$ cat config.mk
export PLATFORM = sky130hd
export DESIGN_NAME = multilevel_feedback_scheduler
export DESIGN_NICKNAME = d
export VERILOG_FILES = /design/src/mfs_pkg.sv /design/src/mfs_ram.sv /design/src/mfs_queues.sv /design/src/multilevel_feedback_scheduler.sv
export SDC_FILE = /design/constraint.sdc
export NUM_CORES = 2
export LEC_CHECK = 0
export BUFFER_PORTS_ARGS = -buffer_cell sky130_fd_sc_hd__buf_2
export CAP_MARGIN = 20
export CORE_ASPECT_RATIO = 1.25
export CORE_MARGIN = 3
export CORE_UTILIZATION = 35
export DETAILED_ROUTE_END_ITERATION = 12
export PLACE_DENSITY = 0.63
export REMOVE_ABC_BUFFERS = 1
export SLEW_MARGIN = 20
export SYNTH_ARGS = -nofsm -noshare
export SYNTH_HDL_FRONTEND = slang
export SYNTH_HIERARCHICAL = 1
export SYNTH_SLANG_ARGS = --single-unit
$ cat constraint.sdc
create_clock -name i_clk -period 7.38 [get_ports i_clk]
set_clock_uncertainty 0.2 [all_clocks]
set_input_delay 1.107 -clock i_clk [delete_from_list [all_inputs] [get_ports i_clk]]
set_output_delay 1.107 -clock i_clk [all_outputs]
set_load 0.01 [all_outputs]
$ cat src/mfs_pkg.sv
package mfs_pkg;

    localparam int LEVELS  = 4;
    localparam int THREADS = 16;

    localparam int TID_W  = $clog2(THREADS);
    localparam int LVL_W  = $clog2(LEVELS);
    localparam int CNT_W  = $clog2(THREADS + 1);
    localparam int SWL_W  = $clog2(LEVELS + 1);
    localparam int TICK_W = 32;
    localparam int THR_W  = LVL_W + TICK_W;

    // command codes
    typedef enum logic [2:0] {
        CMD_TICK   = 3'd0,
        CMD_CREATE = 3'd1,
        CMD_WAKE   = 3'd2,
        CMD_YIELD  = 3'd3,
        CMD_EXIT   = 3'd4,
        CMD_BLOCK  = 3'd5
    } t_cmd;

    // register indexes
    localparam logic [1:0] REG_SLICE_STEP    = 2'd0;
    localparam logic [1:0] REG_AGE_THRESHOLD = 2'd1;
    localparam logic [1:0] REG_CHECK_PERIOD  = 2'd2;

    typedef struct packed {
        logic             en;
        logic [LVL_W-1:0] lv;
        logic [TID_W-1:0] t;
    } t_push;

    typedef struct packed {
        logic             en;
        logic [LVL_W-1:0] lv;
        logic [TID_W-1:0] nxt;
    } t_pop;

    typedef struct packed {
        logic             en;
        logic [LVL_W-1:0] lv;
        logic [TID_W-1:0] cur;
        logic [TID_W-1:0] prev;
        logic             has_prev;
        logic [TID_W-1:0] nxt;
    } t_unlink;

    typedef struct packed {
        logic             en;
        logic [TID_W-1:0] addr;
        logic [TID_W-1:0] data;
    } t_lwr;

endpackage

$ cat src/mfs_ram.sv
module mfs_ram #(
    parameter int WIDTH = 8,
    parameter int DEPTH = 16
) (
    input  logic                     i_clk,
    input  logic                     i_we,
    input  logic [$clog2(DEPTH)-1:0] i_waddr,
    input  logic [WIDTH-1:0]         i_wdata,
    input  logic [$clog2(DEPTH)-1:0] i_raddr,
    output logic [WIDTH-1:0]         o_rdata
);

    logic [WIDTH-1:0] r_mem [DEPTH];

    // one write port, registered read
    always_ff @(posedge i_clk) begin
        if (i_we) begin
            r_mem[i_waddr] <= i_wdata;
        end
        o_rdata <= r_mem[i_raddr];
    end

endmodule

$ cat src/mfs_queues.sv
module mfs_queues (
    input  logic                                      i_clk,
    input  logic                                      i_rst_n,
    input  mfs_pkg::t_push                            i_push,
    input  mfs_pkg::t_pop                             i_pop,
    input  mfs_pkg::t_unlink                          i_unl,
    output logic [mfs_pkg::LEVELS-1:0][mfs_pkg::TID_W-1:0] o_head,
    output logic [mfs_pkg::LEVELS-1:0][mfs_pkg::CNT_W-1:0] o_len,
    output mfs_pkg::t_lwr                             o_push_lnk,
    output logic                                      o_pick_valid,
    output logic [mfs_pkg::LVL_W-1:0]                 o_pick_lv,
    output logic [mfs_pkg::CNT_W-1:0]                 o_total
);

    logic [mfs_pkg::LEVELS-1:0][mfs_pkg::TID_W-1:0] r_head;
    logic [mfs_pkg::LEVELS-1:0][mfs_pkg::TID_W-1:0] r_tail;
    logic [mfs_pkg::LEVELS-1:0][mfs_pkg::CNT_W-1:0] r_len;

    assign o_head = r_head;
    assign o_len  = r_len;

    // link update of the old tail when appending to a non-empty queue
    always_comb begin
        o_push_lnk.en   = i_push.en && (r_len[i_push.lv] != '0);
        o_push_lnk.addr = r_tail[i_push.lv];
        o_push_lnk.data = i_push.t;
    end

    // lowest-numbered (highest-priority) non-empty level and total waiting
    always_comb begin
        o_pick_valid = 1'b0;
        o_pick_lv    = '0;
        o_total      = '0;
        for (int i = mfs_pkg::LEVELS - 1; i >= 0; i--) begin
            if (r_len[i] != '0) begin
                o_pick_valid = 1'b1;
                o_pick_lv    = mfs_pkg::LVL_W'(i);
            end
            o_total = o_total + r_len[i];
        end
    end

    // head, tail and length updates
    always_ff @(posedge i_clk) begin
        if (!i_rst_n) begin
            r_head <= '0;
            r_tail <= '0;
            r_len  <= '0;
        end else begin
            if (i_push.en) begin
                if (r_len[i_push.lv] == '0) begin
                    r_head[i_push.lv] <= i_push.t;
                end
                r_tail[i_push.lv] <= i_push.t;
                r_len[i_push.lv]  <= r_len[i_push.lv] + 1'b1;
            end
            if (i_pop.en) begin
                r_head[i_pop.lv] <= i_pop.nxt;
                r_len[i_pop.lv]  <= r_len[i_pop.lv] - 1'b1;
            end
            if (i_unl.en) begin
                if (!i_unl.has_prev) begin
                    r_head[i_unl.lv] <= i_unl.nxt;
                end
                if (i_unl.cur == r_tail[i_unl.lv]) begin
                    r_tail[i_unl.lv] <= i_unl.prev;
                end
                r_len[i_unl.lv] <= r_len[i_unl.lv] - 1'b1;
            end
        end
    end

endmodule

$ cat src/multilevel_feedback_scheduler.sv
// Multilevel feedback queue scheduler with aging. Each input word carries one event
// (tick, create, wake, yield, exit, block) and gives exactly one output word with the
// running thread, its valid flag and the number of threads waiting. Thread links and
// per-thread level and last-run tick sit in two single-port-write RAMs with registered
// read; queue heads, tails and lengths are flip-flops. The sequencer does one RAM access
// per step. A create or wake passes through S_ENQ_RD and S_ENQ; an ignored event or an
// unused code goes straight to S_DONE. A scheduling call steps through S_RUN, then
// S_RUN_EVAL when a thread runs, then S_PICK when nothing runs or the running thread
// leaves, and S_PICK_UPD when another is picked. A call that runs the aging sweep first
// walks every queue below level 0 and moves each aged thread to level 0. S_IDLE follows
// S_DONE before the next word is taken.
// A new event is taken while the previous output word still waits; the sequencer stalls
// in its last step only if a second output word would meet the first still waiting.
module multilevel_feedback_scheduler (
    input  logic        i_clk,
    input  logic        i_rst_n,
    input  logic        i_s_tvalid,
    output logic        o_s_tready,
    // command[2:0], thread[6:3], level[8:7], zero fill
    input  logic [15:0] i_s_tdata,
    output logic        o_m_tvalid,
    input  logic        i_m_tready,
    // running_thread[3:0], running_valid[4], ready_count[9:5], zero fill
    output logic [15:0] o_m_tdata,
    input  logic        i_psel,
    input  logic        i_penable,
    input  logic        i_pwrite,
    input  logic [3:0]  i_paddr,
    input  logic [31:0] i_pwdata,
    output logic [31:0] o_prdata,
    output logic        o_pready
);

    localparam int TW = mfs_pkg::TID_W;
    localparam int LW = mfs_pkg::LVL_W;
    localparam int KW = mfs_pkg::TICK_W;

    typedef enum logic [11:0] {
        S_IDLE     = 12'h001,
        S_ENQ_RD   = 12'h002,
        S_ENQ      = 12'h004,
        S_SW_LVL   = 12'h008,
        S_SW_CHK   = 12'h010,
        S_SW_EVAL  = 12'h020,
        S_SW_PUSH  = 12'h040,
        S_RUN      = 12'h080,
        S_RUN_EVAL = 12'h100,
        S_PICK     = 12'h200,
        S_PICK_UPD = 12'h400,
        S_DONE     = 12'h800
    } t_state;

    t_state r_state;

    // configuration
    logic [7:0]  r_step;
    logic [15:0] r_age;
    logic [7:0]  r_period;

    // scheduler state
    logic [KW-1:0]            r_tick;
    logic [15:0]              r_slice;
    logic [TW-1:0]            r_cur;
    logic                     r_cur_valid;
    logic [7:0]               r_sweep;
    logic [mfs_pkg::THREADS-1:0] r_queued;

    // latched event
    mfs_pkg::t_cmd            r_cmd;
    logic [TW-1:0]            r_tid;
    logic [LW-1:0]            r_lvl;

    // sweep walker
    logic [mfs_pkg::SWL_W-1:0] r_sw_lv;
    logic [TW-1:0]             r_sw_cur;
    logic [TW-1:0]             r_sw_prev;
    logic                      r_sw_has_prev;
    logic [TW-1:0]             r_sw_nxt;
    logic [mfs_pkg::CNT_W-1:0] r_sw_n;

    logic [TW-1:0] r_pk_t;
    logic [LW-1:0] r_pk_lv;

    logic [15:0] r_odata;
    logic        r_ovalid;

    // queue control
    mfs_pkg::t_push   push;
    mfs_pkg::t_pop    pop;
    mfs_pkg::t_unlink unl;
    mfs_pkg::t_lwr    push_lnk;
    logic [mfs_pkg::LEVELS-1:0][TW-1:0]             head;
    logic [mfs_pkg::LEVELS-1:0][mfs_pkg::CNT_W-1:0] len;
    logic                      pick_valid;
    logic [LW-1:0]             pick_lv;
    logic [mfs_pkg::CNT_W-1:0] total;

    // ram ports
    logic                      lnk_we;
    logic [TW-1:0]             lnk_waddr;
    logic [TW-1:0]             lnk_wdata;
    logic [TW-1:0]             lnk_rd;
    logic                      thr_we;
    logic [TW-1:0]             thr_waddr;
    logic [mfs_pkg::THR_W-1:0] thr_wdata;
    logic [mfs_pkg::THR_W-1:0] thr_rd;
    logic [TW-1:0]             raddr;

    // input word fields
    logic [2:0]    in_cmd;
    logic [3:0]    in_tid;
    logic [1:0]    in_lvl;
    logic          s_acc;
    logic          tid_ok;
    logic          busy;
    logic [TW-1:0] tid_i;

    // run evaluation
    logic [LW-1:0]   rd_lv;
    logic [KW-1:0]   rd_last;
    logic [15:0]     slice_n;
    logic [LW+8:0]   limit;
    logic [LW-1:0]   demote_lv;
    logic            expired;
    logic            aged;
    logic [KW-1:0]   idle_ticks;
    logic            cfg_wr;

    assign in_cmd = i_s_tdata[2:0];
    assign in_tid = i_s_tdata[6:3];
    assign in_lvl = i_s_tdata[8:7];
    assign tid_i  = TW'(in_tid);
    assign tid_ok = int'(in_tid) < mfs_pkg::THREADS;
    assign busy   = r_queued[tid_i] || (r_cur_valid && (r_cur == tid_i));

    assign o_s_tready = (r_state == S_IDLE);
    assign s_acc      = i_s_tvalid && o_s_tready;
    assign o_m_tvalid = r_ovalid;
    assign o_m_tdata  = r_odata;

    assign rd_lv      = thr_rd[mfs_pkg::THR_W-1:KW];
    assign rd_last    = thr_rd[KW-1:0];
    assign slice_n    = (r_slice == 16'hFFFF) ? r_slice : r_slice + 16'd1;
    assign limit      = ((LW+9)'({1'b0, rd_lv}) + (LW+9)'(1)) * (LW+9)'(r_step);
    assign expired    = 32'(slice_n) >= 32'(limit);
    assign demote_lv  = (rd_lv == LW'(mfs_pkg::LEVELS - 1)) ? rd_lv : rd_lv + 1'b1;
    assign idle_ticks = r_tick - rd_last;
    assign aged       = idle_ticks >= KW'(r_age);

    // apb register port
    assign o_pready = 1'b1;
    assign cfg_wr   = i_psel && i_penable && i_pwrite;
    always_comb begin
        case (i_paddr[3:2])
            mfs_pkg::REG_SLICE_STEP:    o_prdata = 32'(r_step);
            mfs_pkg::REG_AGE_THRESHOLD: o_prdata = 32'(r_age);
            mfs_pkg::REG_CHECK_PERIOD:  o_prdata = 32'(r_period);
            default:                    o_prdata = '0;
        endcase
    end

    // queue operations per step
    always_comb begin
        push = '0;
        pop  = '0;
        unl  = '0;
        case (r_state)
            S_ENQ: begin
                push.en = 1'b1;
                push.t  = r_tid;
                push.lv = (r_cmd == mfs_pkg::CMD_CREATE) ? '0 : r_lvl;
            end
            S_SW_EVAL: begin
                unl.en       = aged;
                unl.lv       = LW'(r_sw_lv);
                unl.cur      = r_sw_cur;
                unl.prev     = r_sw_prev;
                unl.has_prev = r_sw_has_prev;
                unl.nxt      = lnk_rd;
            end
            S_SW_PUSH: begin
                push.en = 1'b1;
                push.t  = r_sw_cur;
                push.lv = '0;
            end
            S_RUN_EVAL: begin
                push.t = r_cur;
                if (r_cmd == mfs_pkg::CMD_YIELD) begin
                    push.en = 1'b1;
                    push.lv = rd_lv;
                end else if (r_cmd == mfs_pkg::CMD_TICK && expired) begin
                    push.en = 1'b1;
                    push.lv = demote_lv;
                end
            end
            S_PICK_UPD: begin
                pop.en  = 1'b1;
                pop.lv  = r_pk_lv;
                pop.nxt = lnk_rd;
            end
            default: begin
            end
        endcase
    end

    // ram access selection
    always_comb begin
        lnk_we    = push_lnk.en;
        lnk_waddr = push_lnk.addr;
        lnk_wdata = push_lnk.data;
        if (r_state == S_SW_EVAL) begin
            lnk_we    = aged && r_sw_has_prev;
            lnk_waddr = r_sw_prev;
            lnk_wdata = lnk_rd;
        end
        thr_we    = 1'b0;
        thr_waddr = r_cur;
        thr_wdata = {rd_lv, r_tick};
        case (r_state)
            S_ENQ: begin
                thr_we    = 1'b1;
                thr_waddr = r_tid;
                thr_wdata = (r_cmd == mfs_pkg::CMD_CREATE) ? {LW'(0), r_tick} :
                                                             {r_lvl, rd_last};
            end
            S_SW_EVAL: begin
                thr_we    = aged;
                thr_waddr = r_sw_cur;
                thr_wdata = {LW'(0), rd_last};
            end
            S_RUN_EVAL: begin
                if (r_cmd == mfs_pkg::CMD_TICK) begin
                    thr_we    = 1'b1;
                    thr_wdata = expired ? {demote_lv, rd_last} : {rd_lv, r_tick};
                end
            end
            S_PICK_UPD: begin
                thr_we    = 1'b1;
                thr_waddr = r_pk_t;
            end
            default: begin
            end
        endcase
        case (r_state)
            S_SW_CHK: raddr = r_sw_cur;
            S_RUN:    raddr = r_cur;
            S_PICK:   raddr = head[pick_lv];
            default:  raddr = r_tid;
        endcase
    end

    mfs_queues u_queues (
        .i_clk        (i_clk),
        .i_rst_n      (i_rst_n),
        .i_push       (push),
        .i_pop        (pop),
        .i_unl        (unl),
        .o_head       (head),
        .o_len        (len),
        .o_push_lnk   (push_lnk),
        .o_pick_valid (pick_valid),
        .o_pick_lv    (pick_lv),
        .o_total      (total)
    );

    mfs_ram #(.WIDTH(TW), .DEPTH(mfs_pkg::THREADS)) u_lnk_ram (
        .i_clk   (i_clk),
        .i_we    (lnk_we),
        .i_waddr (lnk_waddr),
        .i_wdata (lnk_wdata),
        .i_raddr (raddr),
        .o_rdata (lnk_rd)
    );

    mfs_ram #(.WIDTH(mfs_pkg::THR_W), .DEPTH(mfs_pkg::THREADS)) u_thr_ram (
        .i_clk   (i_clk),
        .i_we    (thr_we),
        .i_waddr (thr_waddr),
        .i_wdata (thr_wdata),
        .i_raddr (raddr),
        .o_rdata (thr_rd)
    );

    // configuration registers
    always_ff @(posedge i_clk) begin
        if (!i_rst_n) begin
            r_step   <= 8'd1;
            r_age    <= 16'd20;
            r_period <= 8'd4;
        end else if (cfg_wr) begin
            if (i_paddr[3:2] == mfs_pkg::REG_SLICE_STEP) begin
                r_step <= i_pwdata[7:0];
            end
            if (i_paddr[3:2] == mfs_pkg::REG_AGE_THRESHOLD) begin
                r_age <= i_pwdata[15:0];
            end
            if (i_paddr[3:2] == mfs_pkg::REG_CHECK_PERIOD) begin
                r_period <= i_pwdata[7:0];
            end
        end
    end

    // event payload latches
    always_ff @(posedge i_clk) begin
        if (s_acc) begin
            r_cmd <= mfs_pkg::t_cmd'(in_cmd);
            r_tid <= tid_i;
            r_lvl <= LW'(in_lvl);
        end
        if (r_state == S_PICK) begin
            r_pk_t  <= head[pick_lv];
            r_pk_lv <= pick_lv;
        end
        if (r_state == S_DONE && (!r_ovalid || i_m_tready)) begin
            r_odata <= {6'd0, 5'(total), r_cur_valid, r_cur_valid ? 4'(r_cur) : 4'd0};
        end
    end

    // sequencer
    always_ff @(posedge i_clk) begin
        if (!i_rst_n) begin
            r_state       <= S_IDLE;
            r_tick        <= '0;
            r_slice       <= '0;
            r_cur         <= '0;
            r_cur_valid   <= 1'b0;
            r_sweep       <= '0;
            r_queued      <= '0;
            r_ovalid      <= 1'b0;
            r_sw_lv       <= '0;
            r_sw_cur      <= '0;
            r_sw_prev     <= '0;
            r_sw_has_prev <= 1'b0;
            r_sw_nxt      <= '0;
            r_sw_n        <= '0;
        end else begin
            // output word valid flag
            if (r_state == S_DONE && (!r_ovalid || i_m_tready)) begin
                r_ovalid <= 1'b1;
            end else if (i_m_tready) begin
                r_ovalid <= 1'b0;
            end
            if (push.en) begin
                r_queued[push.t] <= 1'b1;
            end
            case (r_state)
                S_IDLE: begin
                    if (s_acc) begin
                        case (in_cmd)
                            mfs_pkg::CMD_CREATE: begin
                                r_state <= (tid_ok && !busy) ? S_ENQ_RD : S_DONE;
                            end
                            mfs_pkg::CMD_WAKE: begin
                                r_state <= (tid_ok && !busy &&
                                            int'(in_lvl) < mfs_pkg::LEVELS) ?
                                           S_ENQ_RD : S_DONE;
                            end
                            mfs_pkg::CMD_TICK, mfs_pkg::CMD_YIELD,
                            mfs_pkg::CMD_EXIT, mfs_pkg::CMD_BLOCK: begin
                                r_tick <= r_tick + 1'b1;
                                if (r_sweep >= r_period) begin
                                    r_sweep <= '0;
                                    r_sw_lv <= mfs_pkg::SWL_W'(1);
                                    r_state <= S_SW_LVL;
                                end else begin
                                    r_sweep <= r_sweep + 1'b1;
                                    r_state <= S_RUN;
                                end
                            end
                            default: r_state <= S_DONE;
                        endcase
                    end
                end
                S_ENQ_RD: r_state <= S_ENQ;
                S_ENQ:    r_state <= S_DONE;
                S_SW_LVL: begin
                    if (r_sw_lv == mfs_pkg::SWL_W'(mfs_pkg::LEVELS)) begin
                        r_state <= S_RUN;
                    end else begin
                        r_sw_cur      <= head[LW'(r_sw_lv)];
                        r_sw_n        <= len[LW'(r_sw_lv)];
                        r_sw_prev     <= '0;
                        r_sw_has_prev <= 1'b0;
                        r_state       <= S_SW_CHK;
                    end
                end
                S_SW_CHK: begin
                    if (r_sw_n == '0) begin
                        r_sw_lv <= r_sw_lv + 1'b1;
                        r_state <= S_SW_LVL;
                    end else begin
                        r_state <= S_SW_EVAL;
                    end
                end
                S_SW_EVAL: begin
                    if (aged) begin
                        r_sw_nxt <= lnk_rd;
                        r_state  <= S_SW_PUSH;
                    end else begin
                        r_sw_prev     <= r_sw_cur;
                        r_sw_has_prev <= 1'b1;
                        r_sw_cur      <= lnk_rd;
                        r_sw_n        <= r_sw_n - 1'b1;
                        r_state       <= S_SW_CHK;
                    end
                end
                S_SW_PUSH: begin
                    r_sw_cur <= r_sw_nxt;
                    r_sw_n   <= r_sw_n - 1'b1;
                    r_state  <= S_SW_CHK;
                end
                S_RUN: r_state <= r_cur_valid ? S_RUN_EVAL : S_PICK;
                S_RUN_EVAL: begin
                    r_slice <= slice_n;
                    if (r_cmd == mfs_pkg::CMD_TICK && !expired) begin
                        r_state <= S_DONE;
                    end else begin
                        r_state <= S_PICK;
                    end
                end
                S_PICK: begin
                    r_slice <= '0;
                    if (pick_valid) begin
                        r_state <= S_PICK_UPD;
                    end else begin
                        r_cur_valid <= 1'b0;
                        r_state     <= S_DONE;
                    end
                end
                S_PICK_UPD: begin
                    r_queued[r_pk_t] <= 1'b0;
                    r_cur            <= r_pk_t;
                    r_cur_valid      <= 1'b1;
                    r_state          <= S_DONE;
                end
                S_DONE: begin
                    if (!r_ovalid || i_m_tready) begin
                        r_state <= S_IDLE;
                    end
                end
                default: r_state <= S_IDLE;
            endcase
        end
    end

    // between events the running thread is never also waiting in a queue
    a_cur_not_queued: assert property (@(posedge i_clk) disable iff (!i_rst_n)
        (r_state == S_IDLE && r_cur_valid) |-> !r_queued[r_cur])
        else $error("running thread marked as queued");

    // a pick with a non-empty queue always leaves a thread running
    a_pick_runs: assert property (@(posedge i_clk) disable iff (!i_rst_n)
        (r_state == S_PICK_UPD) |=> r_cur_valid)
        else $error("pick left nothing running");

    // queue lengths agree with the queued flags between events
    a_count_match: assert property (@(posedge i_clk) disable iff (!i_rst_n)
        (r_state == S_IDLE) |-> (32'(total) == $countones(r_queued)))
        else $error("queue lengths disagree with queued flags");

endmodule

Word level (Yosys, flattened, before mapping)
Memory sizes are Yosys's and may differ from the RTL's. A register that Yosys moved wholly into a read port is not among the register bits.
Index checks and enable logic that the tools add are counted.
{"block": "word_totals", "mem_count": 2, "input_bits": 59, "register_bits": 220, "wordCells": 281, "ram_bits": 608, "out_inout_bits": 51}
{"block": "op_classes", "reduce_logical": 47, "magnitude_cmp": 16, "n_addsub": 14, "n_mux": 128, "bitwise": 3, "n_eq_ne": 34, "n_mul": 1}
{"name": "u_thr_ram.r_mem", "words": 16, "width": 34, "read_ports": 1, "rd_clocked_by_memory_dff": 1, "wr": 1, "line": "mfs_ram.sv:13", "text": "logic [WIDTH-1:0] r_mem [DEPTH];"}
{"name": "u_lnk_ram.r_mem", "words": 16, "width": 4, "read_ports": 1, "rd_clocked_by_memory_dff": 1, "wr": 1, "line": "mfs_ram.sv:13"}
{"operator": "$mux 16", "n": 16}
{"operator": "$pmux 12 s11", "n": 1}
{"operator": "$mux 34", "n": 3}
{"operator": "$pmux 34 s3", "n": 1}
{"operator": "$mux 20", "n": 5}
{"operator": "$bwmux 16", "n": 5}
{"operator": "$bwmux 20", "n": 3}
{"operator": "$mux 12", "n": 5}
{"operator": "$mux 4", "n": 13}
{"operator": "$pmux 16 s3", "n": 1}
{"operator": "$mux 5", "n": 9}
{"operator": "$bmux 5 s2", "n": 4}
{"operator": "$pmux 4 s3", "n": 3}
{"operator": "$add 32x1->32 const B", "n": 1}
{"operator": "$bmux 4 s2", "n": 4}
{"operator": "$ge 32x16->1", "n": 1}
{"operator": "$pmux 16 s2", "n": 1}
{"operator": "$sub 32x32->32", "n": 1}
{"operator": "$demux 5 s2", "n": 3}
{"operator": "$reduce_bool 5->1", "n": 5}
{"operator": "$demux 4 s2", "n": 3}
{"operator": "$mux 8", "n": 3}
{"operator": "$pmux 12 s2", "n": 1}
{"operator": "$pmux 7 s3", "n": 1}
{"operator": "other kinds (65)", "n": 150}

Logic depth before layout (Yosys ltp)
{"block": "depth", "ltp_word": 21, "mapped_depth": 31, "depth_no_buf": 29}

By module
The synthesis kept the hierarchy.
{"mod": "mfs_ram (u_thr_ram)", "seq_area_each_um2": 17016.3, "instances": 1, "cells_each": 888, "area_each_um2": 21076.5}
{"mod": "multilevel_feedback_scheduler", "seq_area_each_um2": 3613.5, "instances": 1, "cells_each": 1655, "area_each_um2": 13271.5}
{"mod": "mfs_queues", "seq_area_each_um2": 1041.0, "instances": 1, "cells_each": 439, "area_each_um2": 4006.3}
{"mod": "mfs_ram (u_lnk_ram)", "seq_area_each_um2": 2001.9, "instances": 1, "cells_each": 130, "area_each_um2": 2666.3}

Worst setup path after synthesis
OpenSTA, ideal clock, no wires.
{"block": "synth_path", "kind": "reg-to-reg", "start": "register u_thr_ram.o_rdata[32], read port of u_thr_ram.r_mem", "end": "memory u_lnk_ram/r_mem[0][0] (netlist bit) (enable)", "stages_incl_launch_ff": 31, "setup_ns": 0.361, "path_buffers": 2, "slack_ns": 0.084, "arrival_time_ns": 6.735, "cell_sequence": "dfxtp_1 inv_1 ha_1 and2_1 fa_1 ha_1 a21o_1 a21oi_1 o21bai_1 a21oi_1 o21bai_1 a21oi_1 xor2_1 ha_1 a21o_1 a211o_1 a211oi_1 or2_2 o21ai_0 a21o_1 buf_4 buf_2 mux4_2 inv_1 ha_1 nor4b_4 and2b_1 nand2_1 o21ai_0 or3b_2 nor3_1"}
{"item": "start, declared", "line": "mfs_ram.sv:10", "text": "output logic [WIDTH-1:0] o_rdata"}
{"item": "end, declared", "line": "mfs_ram.sv:13"}

==> results.txt <==
The final antenna-violating net count was 0. The tools report the count of endpoints failing hold in the final timing report as 0. In this run the tool buffered the top-level ports with 61 buffer cells.

The clock drives 866 sinks. After filler insertion, the fill cell instance count of the layout stands at 10703. In this run the critical register-to-register path is captured at u_lnk_ram/r_mem[8][1]. The latest clock arrival within the worst-skew pair is 0.69 ns. The xor and xnor fraction of the mapped netlist area works out to 1.88%.

The worst register-to-register path begins at u_thr_ram/o_rdata[33]. The synthesized netlist devotes 10.5% of its cell area to compound gates. For the share of total power in sequential cells, the log shows 46.2%. The overall routing resource usage came out at 17.3%. The final non-filler cell total was 4825.

The number of global-route vias before repair came out at 26066. The flow ran to the end, and the final reports show no timing, DRC or antenna violations. The worst path arrival time came out at 7.04 ns. The proportion of power drawn by the clock network was 40.5%; the post-layout minimum cycle time was 6.93 ns.

Type of the worst min-delay path: reg -> reg. Adding up every negative setup slack in the final design gives 0 ns. The region available for standard cell placement spans 116000 µm².

The initial core utilization is 35.5%, and the die height is 389 µm. The element type at the critical path end was a flip-flop. Each instance of the synthesized netlist takes up on average 13.2 µm². After clock tree synthesis, the setup repair step added 0 buffers.

Leaving out fill and tap cells, the most frequent cells in the layout are 633 x sky130_fd_sc_hd__edfxtp_1, 294 x sky130_fd_sc_hd__nand2_1, 233 x sky130_fd_sc_hd__dfxtp_1. Overall die area: 121000 µm². The longest clock path from root to sink contains 3 buffers. The share of the clock period used by the worst path was 93.8%. The run gives 7.49 ns as the critical path data required time. The launching element type of the critical path was a flip-flop. The worst hold path stage count is 2, and the wire length per cell is 22.1 µm.

In this run the worst setup path begins at u_thr_ram/o_rdata[33]. The hold-critical path endpoint was r_queued[4]. The tools report the post-layout worst setup margin as 0.454 ns. Summing the areas of all fa, ha and maj instances in the mapped netlist gives 3.62% of the synthesized area.

The placed instances occupy a cell area of 43300 µm². The share of total power dissipated in combinational logic is 13.4%. The tools report the internal portion of total power as 8.50 mW. The worst-case IR drop observed on VDD is 0.000221 V. The overall power after layout was 11.4 mW; the number of storage elements in the synthesis netlist was 866. Entering global routing, the biggest net connects 132 pins.

Clock tree synthesis selected as its root buffer the cell sky130_fd_sc_hd__clkbuf_16. 110 I/O pins were placed. Row generation in the floorplan step produced 139 rows. Counting the buffers created by CTS gives 89. Compared with the post-synthesis result, the final layout area differs by 13.3%. In the synthesized netlist the dominant register cell turns out to be sky130_fd_sc_hd__edfxtp_1.

Summing over every cut layer, the via total after detailed routing is 26742. The clock transition time at the flip-flop clock pins of the worst setup and hold paths was 0.06 ns. Of all nets on the critical path, the largest fanout is 8.

The post-synthesis share of cell area spent on and, or, nand and nor gates was 10.1%; the cell area power density was 246 nW/µm². After detailed routing, the number of vias per cell comes to 5.54. The logs give 95 for the number of distinct library cells after synthesis and 4644 for the instance count after placement with tap cells included. The worst hold slack after final layout is 0.268 ns, and the setup violation total in the final timing report is 0. The floorplan die width is 312 µm, and the largest incremental delay on the critical path is 0.57 ns. The synthesized instance count came out at 3112. The library cell used most frequently in the layout, excluding fill and tap cells, is sky130_fd_sc_hd__edfxtp_1. In the final layout, the share of cells above drive strength 1 is 17.3%. Cells fill 40.2% of the core in the end.

TritonCTS built the clock tree. Fraction of registers with async set or reset after synthesis: 0%. For this run, the post-layout net count is 3366.

The total wire length was 107000 µm. Setup repair after global routing left no endpoint under its margin. Counting flops with a built-in enable in the synthesized netlist gives 633. Measured against the total synthesized area, the mux share comes to 12.8%. The number of antenna violations at the first check in global routing was 2.

The deepest level of the CTS H-tree came out at 3. For the worst relative slew slack, the log shows 19.9%. The Yosys step of the flow raised 6 warnings.

For the pin with the worst max-slew slack, the measured transition is 1.20 ns. In the routed design, unresolved DRC markers number 0. For this run, the register share of the synthesized area comes to 57.7%. The logs give 2568 for the DRC marker count from the first detailed-route iteration and 68300 µm for the total half-perimeter wirelength after legalization and detailed placement. After global routing the overflow that remains totals 0.

With fillers left out, the area of the finished cells amounts to 46500 µm². By area, the combinational part of the netlist is dominated by multiplexers. The total count of max-transition violations in the final report was 0; the detailed-router iteration count before antenna repair was 8.

Startpoint of the worst hold path: r_queued[4]. The maximum clock frequency was 0.144 GHz. The tools report the mapped cell area as 41000 µm². For this design, the slowest cell found on the critical path is sky130_fd_sc_hd__nor3_1.

In this run switching power makes up 25.7% of total power. Summed over all cells, the static leakage comes to 14.8 nW. The critical path is of the reg -> reg type. Prior to clock tree synthesis, the placed netlist has a worst setup slack of -0.164 ns.

The congestion estimate from routability-driven global placement came to 0.864. The first global-routing pass estimated 163000 µm of wire. The worst register-to-register path has a depth of 29. The tool flagged a number of max-cap violations equal to 0.

The analysis attributes to net switching a power of 2.93 mW. For flop-to-flop paths, the worst setup slack is 0.45 ns.
==> power by group through the flow <==
stage               sequential [mW]  combinational (mW)  clock, mW
floorplan                      5.36                1.15          0
global placement               5.38                1.51          0
detailed placement             5.38                1.52          0
CTS                            5.28                1.53       4.73
global route                   5.28                1.68       4.91
finish                         5.28                1.53       4.62
==> critical path, delay by kind of cell (launching register included) <==
kind / cells / cell delay, ns
AO/OA/AOI/OAI: 12 / 2.17
adder cells (fa/ha/maj): 5 / 1.57
AND/OR/NAND/NOR: 7 / 1.40
flip-flops: 1 / 0.40
multiplexers: 1 / 0.39
buffers and inverters: 3 / 0.22
XOR/XNOR: 1 / 0.20
==> layer usage <==
| layer | share of wire (%) | vias up | GRT usage [%] |
|---|---|---|---|
| li1 | - | 12087 | - |
| met5 | 0 | - | 0 |
| met4 | 2.8 | 0 | 5.68 |
| met3 | 5.8 | 180 | 2.18 |
| met2 | 49 | 966 | 29.3 |
| met1 | 42 | 13509 | 23.1 |
==> kinds of logic (layout without fill, tap and decap cells) <==
logic type | Yosys count | after routing
compound gates | 633 | 633
buf+inv | 309 | 449
fa+ha+maj | 109 | 109
flops | 866 | 866
other cells | 2 | 24
simple gates | 828 | 828
xor+xnor | 88 | 88
mux | 277 | 277
==> cell type report <==
cell class	count	area, µm²	share of cell area (%)
clock inverters	51	627	1.35
clock buffers	115	2420	5.22
multi-input cells	1958	16300	35.0
diodes	1	2.50	0.00538
inverters	125	470	1.01
well taps	1551	1940	4.17
flip-flops and latches	866	23700	50.9
repair buffers	158	1080	2.33
==> registers in the layout, indices dropped and copies added, names as in the netlist, 5 cells and up <==
signal / cells
r_step: 8
r_period: 8
r_queued: 16
r_sw_n: 5
r_slice: 16
r_state: 12
u_thr_ram/r_mem: 544
o_m_tdata: 10
r_tick: 32
r_age: 16
u_queues/o_head: 16
u_queues/o_len: 20
u_lnk_ram/r_mem: 64
u_thr_ram/o_rdata: 34
u_queues/r_tail: 16
r_sweep: 8
==> worst max-delay path by stage <==
stage	depth (start not counted)	end	slack, ns
floorplan	8	u_lnk_ram/o_rdata[1]	-10.56
global placement	30	u_lnk_ram/r_mem[0][2]	-0.03
detailed placement	30	u_lnk_ram/r_mem[0][2]	-0.16
CTS	30	u_lnk_ram/r_mem[0][2]	0.09
global route	29	u_lnk_ram/r_mem[8][1]	0.01
finish	29	u_lnk_ram/r_mem[8][1]	0.45
==> synth_stat cells (all sizes together), types with 75 or more instances <==
master	number	area share (%)
edfxtp	633	46
nand2	300	2.8
dfxtp	233	11
mux4	193	11
nor2	151	1.5
a22oi	148	2.7
o21ai	127	1.5
inv	123	1.1
clkbuf	114	1.0
ha	93	2.8
a21oi	91	1.1
and2	75	1.1
==> what timing repair did <==
action	CTS	global route
pin swaps	0	1
endpoints found under the setup margin	28	64
endpoints found under the hold margin	0	0
hold buffers	0	0
gates resized for setup	3	6
Note: power is estimated with default switching activity, not from simulation.
